[src/rtl/rpm_pkg.sv]
// Shared types, constants and tables for the rigid 2D point match block.
`timescale 1ns / 1ps
`default_nettype none

package rpm_pkg;

  // Item and accumulator widths
  localparam int COORD_BITS = 20;
  localparam int MAX_PAIRS  = 1024;
  localparam int CNT_W      = $clog2(MAX_PAIRS + 1);
  localparam int SUM_W      = 30;
  localparam int XSUM_W     = 52;
  localparam int ACC_W      = 64;

  // Shared multiplier
  localparam int MUL_W  = 32;
  localparam int PROD_W = 2 * MUL_W;
  localparam int SPLIT  = 26;

  // CORDIC
  localparam int CORDIC_STEPS = 16;
  localparam int STEP_W       = $clog2(CORDIC_STEPS);
  localparam int CW           = 34;
  localparam int ATAN_IDX_W   = 5;

  // Rounding divider
  localparam int DIV_W     = 48;
  localparam int DIV_CNT_W = $clog2(DIV_W);
  localparam int DVSR_W    = 32;
  localparam int QUO_W     = DIV_W + 1;

  // Result widths
  localparam int ANG_W   = 16;
  localparam int TRIG_W  = 16;
  localparam int SHIFT_W = 24;

  localparam int ANG_SHIFT = 16;
  localparam int FRAC_Q15  = 15;

  localparam logic signed [CW-1:0] PI_Q29      = CW'(64'sd1686629713);
  localparam logic signed [CW-1:0] HALF_PI_Q29 = CW'(64'sd843314857);
  localparam logic signed [CW-1:0] UNIT_Q30    = CW'(64'sd1073741824);
  localparam logic signed [CW-1:0] ANG_ROUND   = CW'(64'sd32768);

  localparam logic [ACC_W-1:0] NORM_HI = ACC_W'(64'd1) << 29;
  localparam logic [ACC_W-1:0] NORM_LO = ACC_W'(64'd1) << 28;

  localparam logic signed [QUO_W-1:0] TRIG_HI  = QUO_W'(32767);
  localparam logic signed [QUO_W-1:0] TRIG_LO  = QUO_W'(-32768);
  localparam logic signed [QUO_W-1:0] SHIFT_HI = QUO_W'(8388607);
  localparam logic signed [QUO_W-1:0] SHIFT_LO = QUO_W'(-8388608);
  localparam logic signed [TRIG_W-1:0] COS_ONE = TRIG_W'(32767);

  // Operations of the shared multiplier; the tag selects where a product lands
  typedef enum logic [3:0] {
    OP_RX_MX,
    OP_RY_MY,
    OP_RY_MX,
    OP_RX_MY,
    OP_NCR_LO,
    OP_NCR_HI,
    OP_SRY_SMX,
    OP_SRX_SMY,
    OP_NDT_LO,
    OP_NDT_HI,
    OP_SRX_SMX,
    OP_SRY_SMY,
    OP_C_SMX,
    OP_S_SMY,
    OP_S_SMX,
    OP_C_SMY
  } op_t;

  typedef struct packed {
    logic start;
    logic rotate;
  } cordic_req_t;

  // atan(2^-i) in Q.29, rounded
  function automatic logic signed [CW-1:0] atan_q29(input logic [ATAN_IDX_W-1:0] i);
    logic signed [CW-1:0] v;
    unique case (i)
      5'd0:    v = CW'(64'sd421657428);
      5'd1:    v = CW'(64'sd248918915);
      5'd2:    v = CW'(64'sd131521918);
      5'd3:    v = CW'(64'sd66762579);
      5'd4:    v = CW'(64'sd33510843);
      5'd5:    v = CW'(64'sd16771758);
      5'd6:    v = CW'(64'sd8387925);
      5'd7:    v = CW'(64'sd4194219);
      5'd8:    v = CW'(64'sd2097141);
      5'd9:    v = CW'(64'sd1048575);
      5'd10:   v = CW'(64'sd524288);
      5'd11:   v = CW'(64'sd262144);
      5'd12:   v = CW'(64'sd131072);
      5'd13:   v = CW'(64'sd65536);
      5'd14:   v = CW'(64'sd32768);
      5'd15:   v = CW'(64'sd16384);
      5'd16:   v = CW'(64'sd8192);
      5'd17:   v = CW'(64'sd4096);
      5'd18:   v = CW'(64'sd2048);
      5'd19:   v = CW'(64'sd1024);
      5'd20:   v = CW'(64'sd512);
      5'd21:   v = CW'(64'sd256);
      5'd22:   v = CW'(64'sd128);
      5'd23:   v = CW'(64'sd64);
      5'd24:   v = CW'(64'sd32);
      5'd25:   v = CW'(64'sd16);
      5'd26:   v = CW'(64'sd8);
      5'd27:   v = CW'(64'sd4);
      5'd28:   v = CW'(64'sd2);
      5'd29:   v = CW'(64'sd1);
      default: v = '0;
    endcase
    return v;
  endfunction

  // CORDIC gain in Q.30: isqrt(prod(1 + 2^-2i) << 30), evaluated at elaboration
  function automatic logic [63:0] cordic_gain_q30();
    logic [63:0] k2;
    logic [63:0] v;
    logic [63:0] r;
    logic [63:0] b;
    k2 = 64'd1 << 30;
    for (int i = 0; i < CORDIC_STEPS; i++) begin
      k2 = k2 + (k2 >> (2 * i));
    end
    v = k2 << 30;
    r = '0;
    b = 64'd1 << 62;
    for (int j = 0; j < 32; j++) begin
      if (v >= r + b) begin
        v = v - (r + b);
        r = (r >> 1) + b;
      end else begin
        r = r >> 1;
      end
      b = b >> 2;
    end
    return r;
  endfunction

  localparam logic [DVSR_W-1:0] KQ = DVSR_W'(cordic_gain_q30());

endpackage

`default_nettype wire

[src/rtl/rpm_mul.sv]
// Shared signed 32x32 multiplier with registered product and operation tag.
`timescale 1ns / 1ps
`default_nettype none

module rpm_mul (
  input  logic                                 clk,
  input  logic                                 rst,
  input  logic                                 en,
  input  rpm_pkg::op_t                         op,
  input  logic signed [rpm_pkg::MUL_W-1:0]     a,
  input  logic signed [rpm_pkg::MUL_W-1:0]     b,
  output logic                                 vld,
  output rpm_pkg::op_t                         tag,
  output logic signed [rpm_pkg::PROD_W-1:0]    prod
);
  import rpm_pkg::*;

  always_ff @(posedge clk) begin
    if (rst) begin
      vld <= 1'b0;
    end else begin
      vld <= en;
    end
    if (en) begin
      prod <= a * b;
      tag  <= op;
    end
  end

endmodule

`default_nettype wire

[config.mk]
export PLATFORM = sky130hd
export DESIGN_NAME = rpm_mul
export DESIGN_NICKNAME = d
export VERILOG_FILES = /design/src/rtl/rpm_pkg.sv /design/src/rtl/rpm_mul.sv
export SDC_FILE = /design/constraint.sdc
export NUM_CORES = 2
export LEC_CHECK = 0
export BUFFER_PORTS_ARGS = -buffer_cell sky130_fd_sc_hd__clkbuf_2
export CORE_UTILIZATION = 30
export CTS_BUF_LIST = sky130_fd_sc_hd__clkbuf_8
export DETAILED_ROUTE_END_ITERATION = 8
export RECOVER_POWER = 25
export REMOVE_ABC_BUFFERS = 1
export SLEW_MARGIN = 10
export SYNTH_ARGS = -nofsm -noshare
export SYNTH_HDL_FRONTEND = slang
export SYNTH_SLANG_ARGS = --single-unit
[constraint.sdc]
create_clock -name clk -period 8.7 [get_ports clk]
set_input_delay 1.305 -clock clk [delete_from_list [all_inputs] [get_ports clk]]
set_output_delay 1.305 -clock clk [all_outputs]
set_load 0.02 [all_outputs]
After elaboration in Yosys (flattened, before gate mapping)
Index checks and enable logic that the tools add are counted.
{"block": "word_totals", "ff_bits": 69, "input_bits": 71, "word_cells": 4}
{"block": "classes", "mul": 1}
{"operator": "32-bit by 32-bit multiplier with 64-bit output", "n": 1}

Longest topological paths before layout
{"block": "depth", "word_depth": 1, "ltp_mapped": 28, "mapped_depth_nobuf": 27}

Worst setup path before layout
OpenSTA, ideal clock, no wires.
{"block": "synth_timing", "kind": "input to register", "from": "input b[2] (netlist name)", "to": "register prod[62] (netlist name) (data pin)", "setup_time_ns": 0.269, "arrival_time_ns": 8.292, "t_required_ns": 8.431, "setup_slack_ns": 0.139, "path_stages": 25, "path_buffers": 1, "path_cell_list": "clkbuf_1 -> nand2_1 -> inv_1 -> fa_1 -> fa_1 -> fa_1 -> fa_1 -> inv_1 -> fa_1 -> inv_1 -> fa_1 -> inv_1 -> fa_1 -> fa_1 -> inv_1 -> ha_1 -> a21oi_1 -> nor2_1 -> a211o_1 -> a21oi_1 -> nor2b_1 -> nor2b_1 -> a211oi_1 -> o31ai_1 -> xor2_1"}
{"block": "synth_via", "elab_chain_len": 1}
{"element": "start, declared", "line": "rpm_mul.sv:11", "rtl": "input logic signed [rpm_pkg::MUL_W-1:0] b,"}
{"element": "32-bit by 32-bit multiplier with 64-bit output", "line": "rpm_mul.sv:25", "rtl": "prod <= a * b;"}
{"element": "end signal, assigned", "line": "rpm_mul.sv:25"}
{"element": "end, declared", "line": "rpm_mul.sv:14", "rtl": "output logic signed [rpm_pkg::PROD_W-1:0] prod"}
Every way passes these cells.
A chain may end at the register's enable or synchronous reset.

Worst setup path after layout
{"block": "layout_timing", "from": "input b[5] (netlist name)", "to": "register prod[62] (netlist name) (data pin)"}
The elaborated chain is that of the path after synthesis.

==> impl_metrics.yaml <==
outcome:
  status: "finished, violations left"
  violations: "max-capacitance violations, max-slew violations"
cells_and_area:
  final_area_um2: 43700
  drive_gt1_share_pct: 12.1
  nets: 5552
  n_fill_cell: 12900
  postLayoutCoreUtil_pct: 34.8
  syn_to_final_growth_pct: 15.1
grt:
  grt_pass1_vias: 29800
  grt_pass1_wl_um: 164000
  grt_usage_pct: 16.3
  use_met1_pct: 22.0
  use_met3_pct: 1.95
  grt_overflow: 0
  antenna_found_initial: 1
  top_usage_layer: "met2"
  use_met2_pct: 28.5
  grt_max_degree: 45
critical_path:
  path_buf_inv: 11
  cp_slowest_cell: "fa_1"
  critPathKind: "input pin to flop"
  critical_path_required_ns: 8.82
  end_kind: "flop"
  worst_ep_arrival_time_ns: 8.64
  cp_common_cell: "fa_1"
  start_kind: "input pin"
  crit_fanout: 15
  critPathMaxStageDelay_ns: 0.63
  cp_top_family: "adder cells"
clock_tree:
  htree_levels: 3
  numCtsBuffers: 9
  clk_pin_slew_ns: 0.08
  clock_path_buffers: 2
  cts_tree: "done"
  root_buffer: "clkbuf_8"
  cts_sinks: 69
placement:
  place_hpwl_um: 89500
  place_congestion: 0.897
  portBuffers: 139
  placed_area_um2: 43500
synthesis:
  synth_top_cell_area_share_pct: 57.0
  ys_ff_latch: 69
  synth.cell_area_um2: 38000
  synth.area.top_cells: "fa_1 57%, inv_1 9.4%, and2_1 8.4%"
  synthArstFlopShare_pct: 0
  yosysUniqueCellTypes: 59
  netlist_instances: 3909
  yosys.area.top_type: "fa_1"
  synth.area.mux_share_pct: 0
  avgSynthCellArea_um2: 9.73
  synthAdderAreaFrac_pct: 63.0
  synth-simple-area-share_pct: 15.2
  synthFlopType: "edfxtp_1"
  synth_warnings: 0
  synth_compound_area_share_pct: 3.28
  synth-edff-count: 68
  synthXorXnorAreaFrac_pct: 1.73
  ys_seq_area_share_pct: 5.42
  synth_top_family_by_area: "adder cells"
floorplanning:
  placementRows: 130
  initial_utilization_pct: 30.2
  die_w_um: 358
  die_h_um: 358
  ios: 140
  design.core.area_um2: 126000
  die-area_um2: 128000
route:
  wl_per_cell_um: 17.0
  drt_iter0_drc: 1453
  dr.pass1.iters: 7
  vias: 26800
  drc_errors: 0
  viasPerCell: 4.57
  drt-total-wl_um: 99800
  postRouteAntennaNets: 0
job:
  cap_violations: 2
sta:
  slew_viol_final: 72
  setup_viol: 0
  period_share_pct: 97.9
  finalHoldViolations: 0
  fin_setup_tns_ns: 0
  fin_crit_ns: 8.52
  max_freq_ghz: 0.117
  slew-limit-headroom_pct: -74.5
  whs_ns: 1.07
  worst_pin_slew_ns: 2.62
min_path:
  hold_path_class: "input pin to flop"
-- per-layer routing --
layer	share of wire, %	wire length (um)	vias up
li1	-	-	11800
met1	42	42300	14200
met2	50	50000	737
met3	5.8	5800	106
met4	1.6	1580	0
met5	0	0	-
-- layout by cell type (no fill, tap or decap), drive strengths merged, types with 2 or more instances in the layout --
cell type and count:
and3b 2, o21bai 14, inv 955, a211oi 5, a21oi 69, a21o 22, and2 513, xnor2 45
edfxtp 68, nand2 527, buf 355, clkinvlp 2, nor4 4, nand4 7, a21boi 4, nor2 49
clkbuf 148, a31oi 8, o21a 8, nand2b 9, fa 1082, nor3 6, o31ai 6, and3 6
or2 2, nand3 16, o2111ai 2, nor2b 8, a221oi 2, or3 3, ha 184, xor2 30
o21ai 39
-- final timing paths --
| kind | cells after the start | endpoint | start | slack, ns |
|---|---|---|---|---|
| setup / recovery | 30 | prod[62] | b[5] | 0.18 |
| hold / removal | 2 | vld | rst | 1.07 |
-- kinds of logic after synthesis --
| kind of cell | count (synthesis) |
|---|---|
| AOI/OAI and AO/OA | 193 |
| DFF | 69 |
| adders and majority gates | 1266 |
| buffers and inverters | 1151 |
| xor gates and xnor gates | 75 |
| and+or+nand+nor | 1155 |
-- layout make-up --
cell class	count	area, um^2	share of cell area (%)
diodes	1	2.50	0.00572
clock buffers	9	124	0.283
clock inverters	7	80.1	0.183
inverters	952	3580	8.18
multi-input cells	2689	31700	72.4
flip-flops and latches	69	2060	4.71
well taps	1650	2060	4.72
repair buffers	494	4140	9.47
-- repair_timing --
item	CTS	global route
hold buffers	0	0
buffers inserted	0	5
resized for setup	0	16
setup endpoints to repair	0	11
-- metrics by stage --
step	cells	setup slack (ns)
2_1_floorplan	3710	0.368
4_1_cts	5865	0.217
3_5_place_dp	5849	-0.206
6_report	5871	0.184
5_1_grt	5870	-0.0217
3_3_place_gp	5849	-0.140
-- synth_stat cells, drive strengths merged (2+ instances only) --
cell type  instances
nor2b              8
clkbuf           196
a31oi              8
buf                3
a21oi             69
ha               184
or3                3
o2111ai            2
or2                2
o31ai              6
a211oi             5
o21ai             39
nor3               6
nor2              49
nand4              7
a21boi             4
nand2            527
fa              1082
and3               6
inv              952
a221oi             2
xnor2             45
nor4               4
xor2              30
nand3             16
o21a               8
o21bai            14
and2             513
a21o              22
nand2b             9
and3b              2
edfxtp            68
-- sequential cells by signal (all words and copies together), names as in the netlist --
| name | count |
|---|---|
| vld | 1 |
| prod | 64 |
| tag | 4 |
Power is not shown: default switching activity piles up to over one toggle a cycle in this logic, so the estimate is an artifact.
