## src/rtl/rpm_pkg.sv

```systemverilog
// Shared types, constants and tables for the rigid 2D point match block.
`timescale 1ns / 1ps
`default_nettype none

package rpm_pkg;

  // Item and accumulator widths
  localparam int COORD_BITS = 20;
  localparam int MAX_PAIRS  = 1024;
  localparam int CNT_W      = $clog2(MAX_PAIRS + 1);
  localparam int SUM_W      = 30;
  localparam int XSUM_W     = 52;
  localparam int ACC_W      = 64;

  // Shared multiplier
  localparam int MUL_W  = 32;
  localparam int PROD_W = 2 * MUL_W;
  localparam int SPLIT  = 26;

  // CORDIC
  localparam int CORDIC_STEPS = 16;
  localparam int STEP_W       = $clog2(CORDIC_STEPS);
  localparam int CW           = 34;
  localparam int ATAN_IDX_W   = 5;

  // Rounding divider
  localparam int DIV_W     = 48;
  localparam int DIV_CNT_W = $clog2(DIV_W);
  localparam int DVSR_W    = 32;
  localparam int QUO_W     = DIV_W + 1;

  // Result widths
  localparam int ANG_W   = 16;
  localparam int TRIG_W  = 16;
  localparam int SHIFT_W = 24;

  localparam int ANG_SHIFT = 16;
  localparam int FRAC_Q15  = 15;

  localparam logic signed [CW-1:0] PI_Q29      = CW'(64'sd1686629713);
  localparam logic signed [CW-1:0] HALF_PI_Q29 = CW'(64'sd843314857);
  localparam logic signed [CW-1:0] UNIT_Q30    = CW'(64'sd1073741824);
  localparam logic signed [CW-1:0] ANG_ROUND   = CW'(64'sd32768);

  localparam logic [ACC_W-1:0] NORM_HI = ACC_W'(64'd1) << 29;
  localparam logic [ACC_W-1:0] NORM_LO = ACC_W'(64'd1) << 28;

  localparam logic signed [QUO_W-1:0] TRIG_HI  = QUO_W'(32767);
  localparam logic signed [QUO_W-1:0] TRIG_LO  = QUO_W'(-32768);
  localparam logic signed [QUO_W-1:0] SHIFT_HI = QUO_W'(8388607);
  localparam logic signed [QUO_W-1:0] SHIFT_LO = QUO_W'(-8388608);
  localparam logic signed [TRIG_W-1:0] COS_ONE = TRIG_W'(32767);

  // Operations of the shared multiplier; the tag selects where a product lands
  typedef enum logic [3:0] {
    OP_RX_MX,
    OP_RY_MY,
    OP_RY_MX,
    OP_RX_MY,
    OP_NCR_LO,
    OP_NCR_HI,
    OP_SRY_SMX,
    OP_SRX_SMY,
    OP_NDT_LO,
    OP_NDT_HI,
    OP_SRX_SMX,
    OP_SRY_SMY,
    OP_C_SMX,
    OP_S_SMY,
    OP_S_SMX,
    OP_C_SMY
  } op_t;

  typedef struct packed {
    logic start;
    logic rotate;
  } cordic_req_t;

  // atan(2^-i) in Q.29, rounded
  function automatic logic signed [CW-1:0] atan_q29(input logic [ATAN_IDX_W-1:0] i);
    logic signed [CW-1:0] v;
    unique case (i)
      5'd0:    v = CW'(64'sd421657428);
      5'd1:    v = CW'(64'sd248918915);
      5'd2:    v = CW'(64'sd131521918);
      5'd3:    v = CW'(64'sd66762579);
      5'd4:    v = CW'(64'sd33510843);
      5'd5:    v = CW'(64'sd16771758);
      5'd6:    v = CW'(64'sd8387925);
      5'd7:    v = CW'(64'sd4194219);
      5'd8:    v = CW'(64'sd2097141);
      5'd9:    v = CW'(64'sd1048575);
      5'd10:   v = CW'(64'sd524288);
      5'd11:   v = CW'(64'sd262144);
      5'd12:   v = CW'(64'sd131072);
      5'd13:   v = CW'(64'sd65536);
      5'd14:   v = CW'(64'sd32768);
      5'd15:   v = CW'(64'sd16384);
      5'd16:   v = CW'(64'sd8192);
      5'd17:   v = CW'(64'sd4096);
      5'd18:   v = CW'(64'sd2048);
      5'd19:   v = CW'(64'sd1024);
      5'd20:   v = CW'(64'sd512);
      5'd21:   v = CW'(64'sd256);
      5'd22:   v = CW'(64'sd128);
      5'd23:   v = CW'(64'sd64);
      5'd24:   v = CW'(64'sd32);
      5'd25:   v = CW'(64'sd16);
      5'd26:   v = CW'(64'sd8);
      5'd27:   v = CW'(64'sd4);
      5'd28:   v = CW'(64'sd2);
      5'd29:   v = CW'(64'sd1);
      default: v = '0;
    endcase
    return v;
  endfunction

  // CORDIC gain in Q.30: isqrt(prod(1 + 2^-2i) << 30), evaluated at elaboration
  function automatic logic [63:0] cordic_gain_q30();
    logic [63:0] k2;
    logic [63:0] v;
    logic [63:0] r;
    logic [63:0] b;
    k2 = 64'd1 << 30;
    for (int i = 0; i < CORDIC_STEPS; i++) begin
      k2 = k2 + (k2 >> (2 * i));
    end
    v = k2 << 30;
    r = '0;
    b = 64'd1 << 62;
    for (int j = 0; j < 32; j++) begin
      if (v >= r + b) begin
        v = v - (r + b);
        r = (r >> 1) + b;
      end else begin
        r = r >> 1;
      end
      b = b >> 2;
    end
    return r;
  endfunction

  localparam logic [DVSR_W-1:0] KQ = DVSR_W'(cordic_gain_q30());

endpackage

`default_nettype wire

```

## src/rtl/rpm_cordic.sv

```systemverilog
// Iterative CORDIC, one micro-rotation per cycle, vectoring or rotation mode.
`timescale 1ns / 1ps
`default_nettype none

module rpm_cordic (
  input  logic                              clk,
  input  logic                              rst,
  input  rpm_pkg::cordic_req_t              req,
  input  logic signed [rpm_pkg::CW-1:0]     x0,
  input  logic signed [rpm_pkg::CW-1:0]     y0,
  input  logic signed [rpm_pkg::CW-1:0]     z0,
  output logic                              done,
  output logic signed [rpm_pkg::CW-1:0]     x,
  output logic signed [rpm_pkg::CW-1:0]     y,
  output logic signed [rpm_pkg::CW-1:0]     z
);
  import rpm_pkg::*;

  logic              run;
  logic              rotate;
  logic [STEP_W-1:0] step;
  logic signed [CW-1:0] xs;
  logic signed [CW-1:0] ys;
  logic signed [CW-1:0] da;
  logic              ccw;

  // Vectoring drives y toward zero, rotation drives z toward zero
  always_comb begin
    xs  = x >>> step;
    ys  = y >>> step;
    da  = atan_q29(ATAN_IDX_W'(step));
    ccw = rotate ? !z[CW-1] : y[CW-1];
  end

  always_ff @(posedge clk) begin
    if (rst) begin
      run  <= 1'b0;
      done <= 1'b0;
    end else begin
      done <= 1'b0;
      if (req.start) begin
        run <= 1'b1;
      end else if (run && step == STEP_W'(CORDIC_STEPS - 1)) begin
        run  <= 1'b0;
        done <= 1'b1;
      end
    end
    if (req.start) begin
      x      <= x0;
      y      <= y0;
      z      <= z0;
      step   <= '0;
      rotate <= req.rotate;
    end else if (run) begin
      if (ccw) begin
        x <= x - ys;
        y <= y + xs;
        z <= z - da;
      end else begin
        x <= x + ys;
        y <= y - xs;
        z <= z + da;
      end
      step <= step + 1'b1;
    end
  end

endmodule

`default_nettype wire

```

## config.mk

```make
export PLATFORM = sky130hd
export DESIGN_NAME = rpm_cordic
export DESIGN_NICKNAME = d
export VERILOG_FILES = /design/src/rtl/rpm_pkg.sv /design/src/rtl/rpm_cordic.sv
export SDC_FILE = /design/constraint.sdc
export NUM_CORES = 1
export LEC_CHECK = 0
export ABC_CLOCK_PERIOD_IN_PS = 13700
export BUFFER_PORTS_ARGS = -buffer_cell sky130_fd_sc_hd__buf_4
export CORE_ASPECT_RATIO = 1.25
export CORE_UTILIZATION = 45
export CTS_CLUSTER_DIAMETER = 40
export DETAILED_ROUTE_END_ITERATION = 8
export PLACE_DENSITY = 0.62
export SLEW_MARGIN = 20
export SYNTH_ARGS = -nofsm -noshare
export SYNTH_HDL_FRONTEND = slang
export SYNTH_SLANG_ARGS = --single-unit
```

## constraint.sdc

```tcl
create_clock -name clk -period 13.7 [get_ports clk]
set_input_delay 2.74 -clock clk [delete_from_list [all_inputs] [get_ports clk]]
set_output_delay 2.74 -clock clk [all_outputs]
set_load 0.02 [all_outputs]
```

Word level (Yosys, flattened, before mapping). Memory sizes are Yosys's and may differ from the RTL's. A register that Yosys moved wholly into a read port is not among the register bits. Cells that the tools add are included.

$add $sub $neg: 7. Eq/ne operators: 1. Shift operators: 2. Multiplexer cells: 15. Reduce and logical (&&, ||, !) cells: 5.

Operators with widths (number): 34-bit two-way mux (9); 34-bit adder (3); 34-bit subtractor (3); 34-bit by 4-bit >>> shifter with 34-bit output (2); 4-bit two-way mux (2); 4-bit by 1-bit adder with 4-bit output, second input constant (1); 4-bit == test, second input constant (1); 1-bit two-way mux (4); 2-bit nonzero test (2); 2-bit OR reduction (1); 1-bit logical AND (1); 1-bit logical NOT (1).

Register bits after elaboration: 109. ROM bits: 464. Input port bits: 106. Output and inout port bits: 103. Logic and storage cells: 38. Memories: 1.

Memories: (no name shown) (words 16, bits a word 29, rd ports 1, clocked after memory_dff 1, write ports 0, RTL line rpm_pkg.sv:82) `unique case (i)`.

Longest topological paths before layout.
Word-level depth: 5. Mapped depth: 29.

Worst setup path before layout. Ideal clock, no wire load.

Path kind: flip-flop to flip-flop. Start: reg step[3]. End: reg y[30] (netlist name), data pin. Arrival: 5.787 ns. Data required time: 13.433 ns. Slack: 7.647 ns. Cell stages (with the launch flop): 28. Path buffers: 7. Period minus slack after synthesis: 6.053 ns. Cells stage by stage: dfxtp_1 > buf_1 > clkbuf_1 > buf_1 > clkbuf_1 > clkbuf_1 > buf_1 > nand2_1 > o21ai_0 > ha_1 > inv_1 > a31oi_1 > and2_1 > nand2_1 > nor2_1 > a31oi_1 > xnor2_1 > ha_1 > clkbuf_1 > a31oi_1 > o21ai_0 > a211o_1 > o41ai_1 > o221ai_1 > a211oi_1 > o21bai_1 > xnor2_1 > o21ai_0.

Word-level cells in the longest chain between the ends: 5. Elaborated cells on any way between the ends: 6. Classes of those cells: add/sub: 2; shift: 1; mux: 3.

Ends and longest elaborated chain: start: declaration (RTL line rpm_cordic.sv:21) `logic [STEP_W-1:0] step;`; start signal: assignment (RTL line rpm_cordic.sv:64) `step <= step + 1'b1;`; 34-bit by 4-bit >>> shifter with 34-bit output * (RTL line rpm_cordic.sv:29) `xs = x >>> step;`; 34-bit subtractor or 34-bit adder (tied branches) (RTL line rpm_cordic.sv:61, rpm_cordic.sv:57); 34-bit two-way mux * (RTL line rpm_cordic.sv:55) `if (ccw) begin`; 34-bit two-way mux * (RTL line rpm_cordic.sv:54) `end else if (run) begin`; 34-bit two-way mux * (RTL line rpm_cordic.sv:48) `if (req.start) begin`; end signal: assignment (RTL line rpm_cordic.sv:50) `y <= y0;`; end signal: assignment (RTL line rpm_cordic.sv:57) `y <= y + xs;`; end signal: assignment (RTL line rpm_cordic.sv:61) `y <= y - xs;`; end: declaration (RTL line rpm_cordic.sv:14) `output logic signed [rpm_pkg::CW-1:0] y,`.

Every way passes the cells marked *; elsewhere a longest branch is shown, timed or not. The select of a mux whose other input is x is not followed. A chain may end at the register's enable or synchronous reset.

Worst setup path in the final report.
Start: reg step[1]. End: reg y[33] (netlist name), data pin.

The elaborated chain is that of the path after synthesis.

==> flow_metrics.py <==
metrics = {
    "logic_synthesis": {
        "synth_flop_cell": "edfxtp_1",
        "synth_edf_count": 103,
        "syn_inst": 1908,
        "synth_top_family_by_area": "compound AO/OA/AOI/OAI gates",
        "ys_types": 96,
        "synth_largest_area_cell": "edfxtp_1",
        "syn_area_sq_um": 16200,
        "synth_xor_area_share_pct": 9.04,
        "seq_area_frac_synth_pct": 23.3,
        "postSynthAreaPerCell_sq_um": 8.48,
        "yosys-top-cells-area": "edfxtp_1 19%, ha_1 8.6%, mux4_2 7.2%",
        "synth_compound_area_share_pct": 22.9,
        "synth_mux_area_share_pct": 14.8,
        "yosysWarnings": 0,
        "async_flop_share_pct": 0,
        "syn_nets": 2128,
        "synthAdderAreaFrac_pct": 8.96,
        "synth_top_cell_area_share_pct": 19.1,
        "synth-seq-cells": 137,
        "synth_simple_gate_area_share_pct": 17.0,
    },
    "worst_setup_path": {
        "worstSetupStartpointType": "register",
        "critPathLaunch": "step[1]",
        "arrival_ns": 7.01,
        "crit_path_end_kind": "register",
        "worstPathMaxFanout": 58,
        "worst-setup-path-type": "register to register",
        "cp_data_required_time_ns": 13.87,
        "worstReg2RegStart": "step[1]",
    },
    "global_routing": {
        "grt_overflow": 0,
        "grt_pass1_wl_mm": 78.7,
        "grt_use_total_pct": 27.6,
        "grt_max_degree": 130,
        "grt_pass1_vias": 14900,
        "antenna_found_initial": 0,
    },
    "clocking": {
        "ctsResizeCount": 0,
        "clk_pin_slew_ns": 0.06,
        "postCtsSetupBuffers": 0,
        "clkLatencyLatePin_ns": 0.46,
        "cts_buffers": 17,
        "h-tree-depth": 4,
        "cts_tree": "done",
        "clock_sinks": 137,
        "cts-root-buf": "clkbuf_16",
        "cts_hold_buf": 0,
        "cts_buffer_depth": 2,
    },
    "routing": {
        "wl_per_cell_um": 19.9,
        "drt_wl_total_mm": 50.3,
        "initialDrtViolationCount": 972,
        "dr.pass1.iters": 5,
        "viasPerCell": 6.03,
        "drcViolationCount": 0,
        "vias": 15300,
        "drtAntennaViolNets": 0,
    },
    "floorplan": {
        "ios": 209,
        "core_sq_um": 35400,
        "start_util_pct": 45.7,
        "rows": 77,
        "dieHeight_um": 214,
        "die_area_sq_um": 36700,
        "die_x_um": 172,
    },
    "sta": {
        "slew_viol_final": 0,
        "setup_tns_ns": 0,
        "finalCritPeriodShare_pct": 49.9,
        "slew_headroom_pct": 38.3,
        "grt_setup_unrepaired": "false",
        "fmax_mhz": 146,
        "tightest_slew_ns": 0.926,
        "setup_viol": 0,
        "min_period_ns": 6.84,
        "fin_worst_skew_ns": 0.0119,
        "whs_ns": 0.619,
        "finalHoldViolations": 0,
    },
    "final_layout": {
        "synthToLayoutAreaGrowth_pct": 14.8,
        "final_cell_mix": "239 x nand2_1, 217 x buf_4, 210 x o21ai_0, 133 x a21oi_1, 118 x nor2_1",
        "layout_commonest_cell": "nand2_1",
        "nets": 2264,
        "n_antenna_cell": 0,
        "drive_gt1_share_pct": 19.2,
    },
    "place": {
        "hpwl_mm": 38.3,
        "gp_congestion": 0.914,
        "numPortBuffers": 208,
    },
    "worst_hold_path": {
        "min-delay-start": "run",
        "min_path_type": "register to register",
    },
    "run": {
        "drv_cap": 0,
    },
    "status": {
        "status": "finished, final reports clean",
    },
}
-- final timing paths --
| check | to | slack [ns] | cells after the start |
|---|---|---|---|
| worst max-delay path | y[33] | 6.86 | 22 |
| worst min-delay path | run | 0.62 | 2 |
| worst max register to register | y[33] | 6.86 | 22 |
| worst min register to register | run | 0.62 | 2 |
-- layout make-up --
class	instances	area, sq um
clock inverter	12	101
inverter	49	184
sequential	137	3780
clock buffer	20	489
timing repair buffer	218	1640
tap	474	593
multi-input combinational	1621	11800
fill	3363	16800
-- synthesized netlist by cell type (all sizes together) (5+ instances only) --
cell,n
nand2,239
a221oi,9
o21ai,217
ha,111
mux2i,60
inv,47
nand3,39
a22oi,11
and3,12
nor3b,5
a31oi,35
nor2,119
nor2b,23
a21boi,8
xnor2,92
o21bai,12
mux4,53
buf,41
and2,11
o211ai,16
o22ai,7
dfxtp,34
edfxtp,103
o31ai,22
a211oi,23
nor4,11
or4,7
nor3,34
xor2,75
or3,11
mux2,51
a41oi,5
a21oi,134
a21o,36
or2,13
nand2b,19
o21a,23
nand4,18
clkbuf,60
and4,5
-- critical path: stages (launching register included) --
cell,delay [ns]
dfxtp_4,0.62
buf_4,0.76
mux4_2,0.61
mux2i_1,0.29
nand2_1,0.08
o21ai_0,0.16
ha_1,0.23
inv_1,0.05
a31oi_1,0.21
and2_1,0.23
nor2_1,0.07
xnor2_1,0.16
ha_1,0.36
a2111oi_0,0.44
o21ai_0,0.21
a41oi_1,0.42
o311a_1,0.26
o221ai_1,0.17
o21ai_0,0.35
o21bai_1,0.22
a311oi_1,0.38
xnor2_1,0.16
o21ai_1,0.07
-- cell families after synthesis --
| family | count (synthesis) |
|---|---|
| DFF | 137 |
| xor gates and xnor gates | 167 |
| muxes | 164 |
| buffers and inverters | 150 |
| and+or+nand+nor | 577 |
| AOI/OAI and AO/OA | 599 |
| adders and majority gates | 114 |
-- sequential cells by signal (all words and copies together) (netlist names) --
| name | count |
|---|---|
| da | 28 |
| rotate | 1 |
| y | 34 |
| z | 34 |
| done | 1 |
| run | 1 |
| step | 4 |
| x | 34 |
-- routing by layer --
metal	vias to the layer above	part of all wire, %	global-route usage [%]
met3	109	4.9	4.59
met1	7243	40	31.9
li1	7418	-	-
met4	0	4.7	13.5
met5	-	0	0
met2	483	51	48.5
-- per-stage QoR --
stage | std cells | utilization, % | area [sq um] | setup WS [ns]
floorplan | 1908 | - | 16200 | 7.65
CTS | 2531 | 52.5 | 18600 | 6.92
detailed placement | 2499 | 50.8 | 18000 | 6.95
global placement | 2499 | 50.8 | 18000 | 7.12
finish | 2531 | 52.5 | 18600 | 6.86
global route | 2531 | 52.5 | 18600 | 6.29
Power is not shown: default switching activity piles up to over one toggle a cycle in this logic, so the estimate is an artifact.
