<file path="src/rtl/rpm_pkg.sv">
// Shared types, constants and tables for the rigid 2D point match block.
`timescale 1ns / 1ps
`default_nettype none

package rpm_pkg;

  // Item and accumulator widths
  localparam int COORD_BITS = 20;
  localparam int MAX_PAIRS  = 1024;
  localparam int CNT_W      = $clog2(MAX_PAIRS + 1);
  localparam int SUM_W      = 30;
  localparam int XSUM_W     = 52;
  localparam int ACC_W      = 64;

  // Shared multiplier
  localparam int MUL_W  = 32;
  localparam int PROD_W = 2 * MUL_W;
  localparam int SPLIT  = 26;

  // CORDIC
  localparam int CORDIC_STEPS = 16;
  localparam int STEP_W       = $clog2(CORDIC_STEPS);
  localparam int CW           = 34;
  localparam int ATAN_IDX_W   = 5;

  // Rounding divider
  localparam int DIV_W     = 48;
  localparam int DIV_CNT_W = $clog2(DIV_W);
  localparam int DVSR_W    = 32;
  localparam int QUO_W     = DIV_W + 1;

  // Result widths
  localparam int ANG_W   = 16;
  localparam int TRIG_W  = 16;
  localparam int SHIFT_W = 24;

  localparam int ANG_SHIFT = 16;
  localparam int FRAC_Q15  = 15;

  localparam logic signed [CW-1:0] PI_Q29      = CW'(64'sd1686629713);
  localparam logic signed [CW-1:0] HALF_PI_Q29 = CW'(64'sd843314857);
  localparam logic signed [CW-1:0] UNIT_Q30    = CW'(64'sd1073741824);
  localparam logic signed [CW-1:0] ANG_ROUND   = CW'(64'sd32768);

  localparam logic [ACC_W-1:0] NORM_HI = ACC_W'(64'd1) << 29;
  localparam logic [ACC_W-1:0] NORM_LO = ACC_W'(64'd1) << 28;

  localparam logic signed [QUO_W-1:0] TRIG_HI  = QUO_W'(32767);
  localparam logic signed [QUO_W-1:0] TRIG_LO  = QUO_W'(-32768);
  localparam logic signed [QUO_W-1:0] SHIFT_HI = QUO_W'(8388607);
  localparam logic signed [QUO_W-1:0] SHIFT_LO = QUO_W'(-8388608);
  localparam logic signed [TRIG_W-1:0] COS_ONE = TRIG_W'(32767);

  // Operations of the shared multiplier; the tag selects where a product lands
  typedef enum logic [3:0] {
    OP_RX_MX,
    OP_RY_MY,
    OP_RY_MX,
    OP_RX_MY,
    OP_NCR_LO,
    OP_NCR_HI,
    OP_SRY_SMX,
    OP_SRX_SMY,
    OP_NDT_LO,
    OP_NDT_HI,
    OP_SRX_SMX,
    OP_SRY_SMY,
    OP_C_SMX,
    OP_S_SMY,
    OP_S_SMX,
    OP_C_SMY
  } op_t;

  typedef struct packed {
    logic start;
    logic rotate;
  } cordic_req_t;

  // atan(2^-i) in Q.29, rounded
  function automatic logic signed [CW-1:0] atan_q29(input logic [ATAN_IDX_W-1:0] i);
    logic signed [CW-1:0] v;
    unique case (i)
      5'd0:    v = CW'(64'sd421657428);
      5'd1:    v = CW'(64'sd248918915);
      5'd2:    v = CW'(64'sd131521918);
      5'd3:    v = CW'(64'sd66762579);
      5'd4:    v = CW'(64'sd33510843);
      5'd5:    v = CW'(64'sd16771758);
      5'd6:    v = CW'(64'sd8387925);
      5'd7:    v = CW'(64'sd4194219);
      5'd8:    v = CW'(64'sd2097141);
      5'd9:    v = CW'(64'sd1048575);
      5'd10:   v = CW'(64'sd524288);
      5'd11:   v = CW'(64'sd262144);
      5'd12:   v = CW'(64'sd131072);
      5'd13:   v = CW'(64'sd65536);
      5'd14:   v = CW'(64'sd32768);
      5'd15:   v = CW'(64'sd16384);
      5'd16:   v = CW'(64'sd8192);
      5'd17:   v = CW'(64'sd4096);
      5'd18:   v = CW'(64'sd2048);
      5'd19:   v = CW'(64'sd1024);
      5'd20:   v = CW'(64'sd512);
      5'd21:   v = CW'(64'sd256);
      5'd22:   v = CW'(64'sd128);
      5'd23:   v = CW'(64'sd64);
      5'd24:   v = CW'(64'sd32);
      5'd25:   v = CW'(64'sd16);
      5'd26:   v = CW'(64'sd8);
      5'd27:   v = CW'(64'sd4);
      5'd28:   v = CW'(64'sd2);
      5'd29:   v = CW'(64'sd1);
      default: v = '0;
    endcase
    return v;
  endfunction

  // CORDIC gain in Q.30: isqrt(prod(1 + 2^-2i) << 30), evaluated at elaboration
  function automatic logic [63:0] cordic_gain_q30();
    logic [63:0] k2;
    logic [63:0] v;
    logic [63:0] r;
    logic [63:0] b;
    k2 = 64'd1 << 30;
    for (int i = 0; i < CORDIC_STEPS; i++) begin
      k2 = k2 + (k2 >> (2 * i));
    end
    v = k2 << 30;
    r = '0;
    b = 64'd1 << 62;
    for (int j = 0; j < 32; j++) begin
      if (v >= r + b) begin
        v = v - (r + b);
        r = (r >> 1) + b;
      end else begin
        r = r >> 1;
      end
      b = b >> 2;
    end
    return r;
  endfunction

  localparam logic [DVSR_W-1:0] KQ = DVSR_W'(cordic_gain_q30());

endpackage

`default_nettype wire

</file>
<file path="src/rtl/rpm_div.sv">
// Iterative restoring divider, one quotient bit per cycle, rounds half away from zero.
`timescale 1ns / 1ps
`default_nettype none

module rpm_div (
  input  logic                                 clk,
  input  logic                                 rst,
  input  logic                                 start,
  input  logic signed [rpm_pkg::ACC_W-1:0]     dividend,
  input  logic [rpm_pkg::DVSR_W-1:0]           divisor,
  output logic                                 done,
  output logic signed [rpm_pkg::QUO_W-1:0]     quotient
);
  import rpm_pkg::*;

  logic                 run;
  logic                 neg;
  logic [DIV_CNT_W-1:0] cnt;
  logic [DVSR_W-1:0]    dvsr;
  logic [DVSR_W-1:0]    rem;
  logic [DIV_W-1:0]     dq;
  logic [ACC_W-1:0]     mag;
  logic [DVSR_W:0]      rem_sh;
  logic                 fits;

  // |n| + d/2 is the rounded dividend
  always_comb begin
    mag    = ACC_W'(dividend[ACC_W-1] ? -dividend : dividend) + ACC_W'(divisor >> 1);
    rem_sh = {rem, dq[DIV_W-1]};
    fits   = rem_sh >= {1'b0, dvsr};
  end

  assign quotient = neg ? -$signed({1'b0, dq}) : $signed({1'b0, dq});

  always_ff @(posedge clk) begin
    if (rst) begin
      run  <= 1'b0;
      done <= 1'b0;
    end else begin
      done <= 1'b0;
      if (start) begin
        run <= 1'b1;
      end else if (run && cnt == DIV_CNT_W'(DIV_W - 1)) begin
        run  <= 1'b0;
        done <= 1'b1;
      end
    end
    if (start) begin
      neg  <= dividend[ACC_W-1];
      dq   <= mag[DIV_W-1:0];
      rem  <= '0;
      dvsr <= divisor;
      cnt  <= '0;
    end else if (run) begin
      if (fits) begin
        rem <= DVSR_W'(rem_sh - {1'b0, dvsr});
        dq  <= {dq[DIV_W-2:0], 1'b1};
      end else begin
        rem <= rem_sh[DVSR_W-1:0];
        dq  <= {dq[DIV_W-2:0], 1'b0};
      end
      cnt <= cnt + 1'b1;
    end
  end

endmodule

`default_nettype wire

</file>
<file path="config.mk">
export PLATFORM = sky130hd
export DESIGN_NAME = rpm_div
export DESIGN_NICKNAME = d
export VERILOG_FILES = /design/src/rtl/rpm_pkg.sv /design/src/rtl/rpm_div.sv
export SDC_FILE = /design/constraint.sdc
export NUM_CORES = 1
export LEC_CHECK = 0
export ABC_CLOCK_PERIOD_IN_PS = 7700
export BUFFER_PORTS_ARGS = -buffer_cell sky130_fd_sc_hd__clkbuf_2
export CAP_MARGIN = 40
export CORE_AREA = 4 4 142 144
export DETAILED_ROUTE_END_ITERATION = 10
export DIE_AREA = 0 0 146 148
export PLACE_DENSITY = 0.76
export SYNTH_ARGS = -nofsm -noshare
export SYNTH_HDL_FRONTEND = slang
export SYNTH_SLANG_ARGS = --single-unit
export TNS_END_PERCENT = 50
</file>
<file path="constraint.sdc">
create_clock -name clk -period 7.7 [get_ports clk]
set_input_delay 0.77 -clock clk [delete_from_list [all_inputs] [get_ports clk]]
set_output_delay 0.77 -clock clk [all_outputs]
set_load 0.01 [all_outputs]
</file>
Word-level counts from Yosys, hierarchy flattened
Cells that the tools add are included.
Storage, ports and cells
  register bits after elaboration: 121
  bits of input ports: 99
  output and inout bits: 50
  logic and storage cells: 27
Operators by class
  add/sub/neg operators: 5
  order comparisons: 1
  equality and inequality tests: 1
  mux-type cells: 9
  reductions and logical operators: 4
Operators with widths (number)
  48-bit two-way mux: 3
  49-bit two-way mux: 1
  48-bit negation with 49-bit output: 1
  48-bit by 31-bit adder with 48-bit output: 1
  48-bit negation: 1
  33-bit by 32-bit >= comparator with 1-bit output: 1
  32-bit two-way mux: 1
  32-bit subtractor: 1
  6-bit by 1-bit adder with 6-bit output, second input constant: 1
  6-bit == test, second input constant: 1
  1-bit two-way mux: 4
  2-bit nonzero test: 2
  2-bit OR reduction: 1
  1-bit logical AND: 1

Longest topological paths before layout
Gate-level depths: netlist of run 1.
  word-level depth: 4
  mapped depth: 19
  gate-level depth less buffers: 17

Worst setup path after synthesis of run 1
No wires, ideal clock.
  kind: input to register
  from: input dividend[6] in the netlist's numbering
  to: register dq[31], data pin
  library setup time: 270 ps
  data arrival time: 4914 ps
  data required time: 7430 ps
  setup slack: 2516 ps
  stages on the path: 16
  path through: or4_1 or3_1 clkbuf_1 or2_2 or4_1 o41ai_1 xnor2_1 ha_1 a21o_1 a21oi_1 o21ai_1 a221oi_1 o21a_1 buf_1 xnor2_1 a21oi_1
Between the ends
  cells in the longest elaborated chain, start to end: 4
Ends and longest elaborated chain
  start: declaration: RTL line rpm_div.sv:9  | input logic signed [rpm_pkg::ACC_W-1:0] dividend,
  48-bit negation: RTL line rpm_div.sv:28  | mag = ACC_W'(dividend[ACC_W-1] ? -dividend : dividend) + ACC_W'(divisor >> 1);
  48-bit two-way mux (*): RTL line rpm_div.sv:28
  48-bit by 31-bit adder with 48-bit output (*): RTL line rpm_div.sv:28
  48-bit two-way mux (*): RTL line rpm_div.sv:48  | if (start) begin
  end signal: assignment: RTL line rpm_div.sv:50  | dq <= mag[DIV_W-1:0];
  end signal: assignment: RTL line rpm_div.sv:57  | dq <= {dq[DIV_W-2:0], 1'b1};
  end signal: assignment: RTL line rpm_div.sv:60  | dq <= {dq[DIV_W-2:0], 1'b0};
  end: declaration: RTL line rpm_div.sv:21  | logic [DIV_W-1:0] dq;
Every way passes the cells marked *; elsewhere a longest branch is shown, timed or not.
A chain may end at the register's enable or synchronous reset.

Worst setup path after layout of run 1
  from: input dividend[6] in the netlist's numbering
  to: register dq[43], data pin
Same word-level chain as after synthesis.

==> metrics.txt, run 1 <==
Rows 50; crit path cell chain clkbuf_2, or4_1, or3_1, or2_2, or4_1, o41ai_1, xnor2_1, ha_1, a21o_1, a21oi_1, o21ai_1, a221oi_1, o21a_1, o31a_1, o31ai_1; GRT overflow 0; post-CTS setup repair buffer count 0; Syn Std Cell Area 0.0102 sq mm; Die X 146 um; 1st-iter DRT viols 649; worst endpoint required time 7.86 ns; Max Freq 184 MHz; CP Capture Type flip-flop; number of CTS-inserted buffers 17; I/O Pins 149; startpoint types primary input; Post-Route Utilization 62.5%; Area contributors post-synth edfxtp_1 (24%), xnor2_1 (9.7%), ha_1 (8.6%), dfxtp_1 (7.9%), xor2_1 (4.2%); CTS clk-pin slew, worst paths 0.06 ns; Logic pwr share 32.8%; outcome finished, final reports clean; normalized max-slew margin 46.2%; worst hold path type reg2reg; initial core utilization 54.5%; core area 0.0187 sq mm; number of gates resized after CTS 0; drt drc 0; vias in the first global route 8,685; Mapped Cells 1,119; antenna diode count 0; NumNets Final 1,409; leak pwr 4.88 nW; CP max-delay cell or4_1; R2R setup slack 3.29 ns; layout cells sized above 1 18.4%; register share of total power 35.3%; cell taking the most area after synthesis edfxtp_1; largest net degree at the start of global routing 51; Critical Path Max Stage Delay 0.57 ns; area grow syn2layout 14.7%; EDFF count, synth 81; Synth async-reset ratio 0%; post-DP HPWL 21,100 um; Worst Clk Skew 0.00756 ns; Vias 9,088; Tmin final 5.43 ns; Fillers 1,565; yosys warns 0; Psw 0.843 mW; sw frac 33.7%; most common cell after layout, fill and taps aside clkbuf_2; CTS H-tree depth 4; Vias/cell 6.12; Seq cells post-synth 121; crit path DAT 5.59 ns; Syn Nets 1,290; Slew @ Worst Pin 0.804 ns; max_cap viols 0; Detail Route Antenna Nets 0; CTS tree built; CP Buf/Inv Count 1; Root Driver clkbuf_16; die height 148 um; Global Route Usage Sum 25.4%; Initial DRT Pass Iterations 5; setup violators final 0; Hold Fails Final Rpt 0; pwr dens 214 mW/mm^2; Peak VDD IR 160 uV; input/output buffers 133; cts hold-fix bufs 0; RSZ-0062 raised after global routing no; Sum Neg Setup Slack 0 ns; commonest cells after routing, fill and taps aside clkbuf_2 (132), xnor2_1 (113), edfxtp_1 (81), nand2_1 (77), ha_1 (70); Tcrit/Tclk final 70.6%; Wirelength per Cell 18.8 um; antenna violations before repair 0; CP top delay family compound AO/OA/AOI/OAI gates; worst-skew pair later-pin latency 0.43 ns; dpl ws 1.89 ns; first-pass GRT wire length 44,400 um; Syn Area/Cell 9.12 sq um; crit path kind in2reg; Post-synth top flop edfxtp_1; share of the synthesized area in the top cell type 23.8%; clock power share 31.9%; Worst path most repeated cell or4_1; Routed Wire Length 27,800 um; Final WS setup 2.27 ns; Netlist cell types 71; internal power 1.66 mW; CP Max Fanout 14; die area 0.0216 sq mm; Final Max Tran Viols 0; TritonCTS Sinks 121; deepest clock path buffer count 2; register area share after synthesis 31.7%; GPL Wtd Cong 0.939
[cell type report]
type,count,area [sq um],area share [%]
Sequential cell,121,3230,27.6
Clock inverter,5,28.8,0.246
Tap cell,234,293,2.50
Clock buffer,27,567,4.84
Inverter,55,206,1.76
Timing Repair Buffer,142,768,6.57
Multi-Input combinational cell,901,6600,56.4
[sequential cells by signal, indices dropped and copies added, names as in the netlist]
register  cells
done          1
dvsr         32
neg           1
run           1
dq           48
rem          32
cnt           6
[cells in the mapped netlist, types with 11 or more instances]
| cell | count |
|---|---|
| a211oi_1 | 25 |
| a21o_1 | 26 |
| a21oi_1 | 66 |
| clkbuf_1 | 36 |
| dfxtp_1 | 40 |
| edfxtp_1 | 81 |
| ha_1 | 70 |
| inv_1 | 55 |
| mux2_2 | 35 |
| mux2i_1 | 24 |
| nand2_1 | 77 |
| nand2b_1 | 11 |
| nand3_1 | 13 |
| nand4_1 | 13 |
| nor2_1 | 68 |
| nor3_1 | 21 |
| o21a_1 | 12 |
| o21ai_0 | 52 |
| o31ai_1 | 36 |
| o41ai_1 | 20 |
| or3_1 | 27 |
| or4_1 | 14 |
| xnor2_1 | 113 |
| xor2_1 | 49 |
[cells by family after synthesis]
kind of cell	count (synthesis)	synth area share, %
AO/OA/AOI/OAI	306	20.0
AND/OR/NAND/NOR	302	15.5
flip-flops	121	31.7
buffers and inverters	97	3.68
multiplexers	59	6.22
adder cells (fa/ha/maj)	72	8.98
XOR/XNOR	162	13.9
[power groups by stage]
stage | Sequential [mW] | Clock (mW) | Combinational, mW
detailed placement | 0.894 | 0 | 0.806
global placement | 0.894 | 0 | 0.787
floorplan | 0.861 | 0 | 0.574
CTS | 0.883 | 0.800 | 0.818
global route | 0.894 | 0.832 | 0.901
finish | 0.884 | 0.797 | 0.820
[worst reg2reg max path: stages, from the launching register on]
cell and delay [ns]:
edfxtp_1 0.52, inv_1 0.23, ha_1 0.23, nor2b_1 0.08, o2111ai_1 0.23, a21oi_1 0.10
o22ai_1 0.29, o31ai_1 0.18, a21oi_1 0.45, o211ai_1 0.30, a21oi_4 0.71, buf_4 0.41
mux2_2 0.38, a22o_1 0.20
[through the flow]
stage                     std cells  hold slack (ns)  power, mW  instance area [sq um]
after floorplan                1119            0.453       1.43                  10200
after global placement         1451            0.473       1.68                  11100
after detailed placement       1453            0.488       1.70                  11100
after CTS                      1485            0.494       2.50                  11700
after global routing           1485            0.506       2.63                  11700
final                          1485            0.504       2.50                  11700
[worst paths after layout]
check / start / end / cells past startpoint
setup reg to reg: dq[47] / rem[20] / 13
setup / recovery: dividend[6] / dq[43] / 15
hold / removal: rem[13] / rem[13] / 2
hold reg to reg: rem[13] / rem[13] / 2
[per-layer routing]
metal | up-vias | GRT usage, % | part of all wire, %
li1 | 4412 | - | -
met1 | 4311 | 32.9 | 43
met2 | 299 | 41.8 | 47
met3 | 66 | 4.87 | 5.7
met4 | 0 | 10.6 | 3.7
met5 | - | 0 | 0
No activity file was read; power rests on OpenSTA's default activity.
==> inputs of run 2 (changes only) <==
Settings changed: ABC_CLOCK_PERIOD_IN_PS 7700 to 4900, CORE_AREA 4 4 142 144 to 4 4 144 146, DIE_AREA 0 0 146 148 to 0 0 148 150, PLACE_DENSITY 0.76 to 0.77.
Clock period 7.7 ns to 4.9 ns, I/O delays scaled along.
==> run 2 against run 1 <==
Net effect: non-clock buffer count grew 37; combinational power grew 62%; global-route usage shrank 0.36 points; first-iteration DRC count shrank 6.3%; power grew 57%; largest power group unchanged; highest routed layer unchanged.
==> metrics.txt, run 2 (synthesis gave the netlist of run 1 again) <==
Vias 9,244; leading registers by flop count dq x48, dvsr x32, rem x32; area grow syn2layout 17.6%; NumNets Final 1,446; layout cells sized above 1 21.3%; Tcrit/Tclk final 96.1%; antenna violations before repair 0; max_cap viols 0; Hold Fails Final Rpt 0; initial core utilization 52.6%; Rows 51; cts hold-fix bufs 0; outcome finished, final reports clean; vias in the first global route 9,019; hold slack 0.247 ns; crit path kind reg2out; deepest clock path buffer count 2; TritonCTS Sinks 121; Max Freq 212 MHz; Wirelength per Cell 18.1 um; core area 0.0194 sq mm; setup violators final 0; startpoint types flip-flop; Peak VDD IR 272 uV; Die X 148 um; Critical Path Max Stage Delay 0.59 ns; CTS H-tree depth 4; I/O Pins 149; Worst path most repeated cell or4_1; Routed Wire Length 28,200 um; number of CTS-inserted buffers 17; largest net degree at the start of global routing 77; Sum Neg Setup Slack 0 ns; post-DP HPWL 21,400 um; GPL Wtd Cong 0.931; die height 150 um; worst-skew pair later-pin latency 0.42 ns; 1st-iter DRT viols 608; Fillers 1,669; CP max-delay cell or4_1; CTS clk-pin slew, worst paths 0.06 ns; crit path cell chain or4_1, or4_1, or2_1, or3_1, or3_4, or4_1, or2_4, o31ai_2, xnor2_1, clkbuf_2; first-pass GRT wire length 44,800 um; GRT overflow 0; crit path DAT 4.22 ns; normalized max-slew margin 38.9%; CTS tree built; Root Driver clkbuf_16; commonest cells after routing, fill and taps aside clkbuf_2 (132), xnor2_1 (113), edfxtp_1 (81), nand2_1 (76), ha_1 (70); antenna diode count 0; leak pwr 5.02 nW; max reg flops 48; worst hold path type in2reg; Reg with most FFs dq; Global Route Usage Sum 25.0%; Worst Clk Skew 0.0112 ns; CP Capture Type primary output; Final Max Tran Viols 0; Detail Route Antenna Nets 0; Initial DRT Pass Iterations 5; Slew @ Worst Pin 0.916 ns; drt drc 0; most common cell after layout, fill and taps aside clkbuf_2; Tmin final 4.71 ns; Vias/cell 5.95; input/output buffers 133; die area 0.0222 sq mm; pwr dens 328 mW/mm^2; worst endpoint required time 4.41 ns; CP Max Fanout 7; RSZ-0062 raised after global routing no
==> run 2: final cells by class <==
type                            count  area (sq um)  area share (%)
Clock buffer                       19           453            3.78
Clock inverter                     13           121            1.01
Tap cell                          265           332            2.77
Multi-Input combinational cell    901          6620            55.2
Timing Repair Buffer              179          1030            8.56
Inverter                           55           206            1.72
Sequential cell                   121          3230            27.0
==> run 2: path summary, 6_finish.rpt <==
check             startpoint           end  slack [ns]  depth (start not counted)
hold / removal           rst          done        0.25                          2
setup / recovery      dq[12]  quotient[38]        0.19                         10
setup reg to reg      dq[47]       rem[14]        0.82                         13
hold reg to reg      rem[25]       rem[25]        0.50                          2
==> run 2: power breakdown <==
group          switching, mW  internal, mW
Sequential             0.133          1.25
Combinational          0.734         0.600
Clock                  0.485         0.725
Total                   1.35          2.58
==> run 2: routing by layer <==
metal	vias up	share of wire [%]	GRT usage, %
met5	-	0	0
met4	0	3.3	9.15
met3	55	6.5	4.91
met2	319	49	43.2
met1	4383	41	31.2
li1	4487	-	-
==> run 2: critical path, delay by kind of cell, from the launching register on <==
kind / cells / cell delay [ns]
xor gates and xnor gates: 1 / 0.14
DFF: 1 / 0.44
buffers and inverters: 1 / 0.15
and+or+nand+nor: 7 / 2.85
AOI/OAI and AO/OA: 1 / 0.21
==> run 2: timing repair <==
action	in CTS	in global routing
endpoints found under the setup margin	0	13
endpoints found under the hold margin	0	0
setup buffers	0	1
gates resized for setup	0	4
==> run 2: through the flow <==
| stage | cell area (sq um) | setup WS (ns) | instances | utilization, % | power [mW] |
|---|---|---|---|---|---|
| after CTS | 12000 | 0.0844 | 1552 | 61.7 | 3.92 |
| after global placement | 11400 | -0.0853 | 1519 | 58.6 | 2.68 |
| after detailed placement | 11400 | -0.152 | 1520 | 58.7 | 2.71 |
| after global routing | 12000 | 0.0453 | 1553 | 61.8 | 4.13 |
| after floorplan | 10200 | 0.122 | 1119 | - | 2.26 |
| final | 12000 | 0.190 | 1553 | 61.8 | 3.93 |
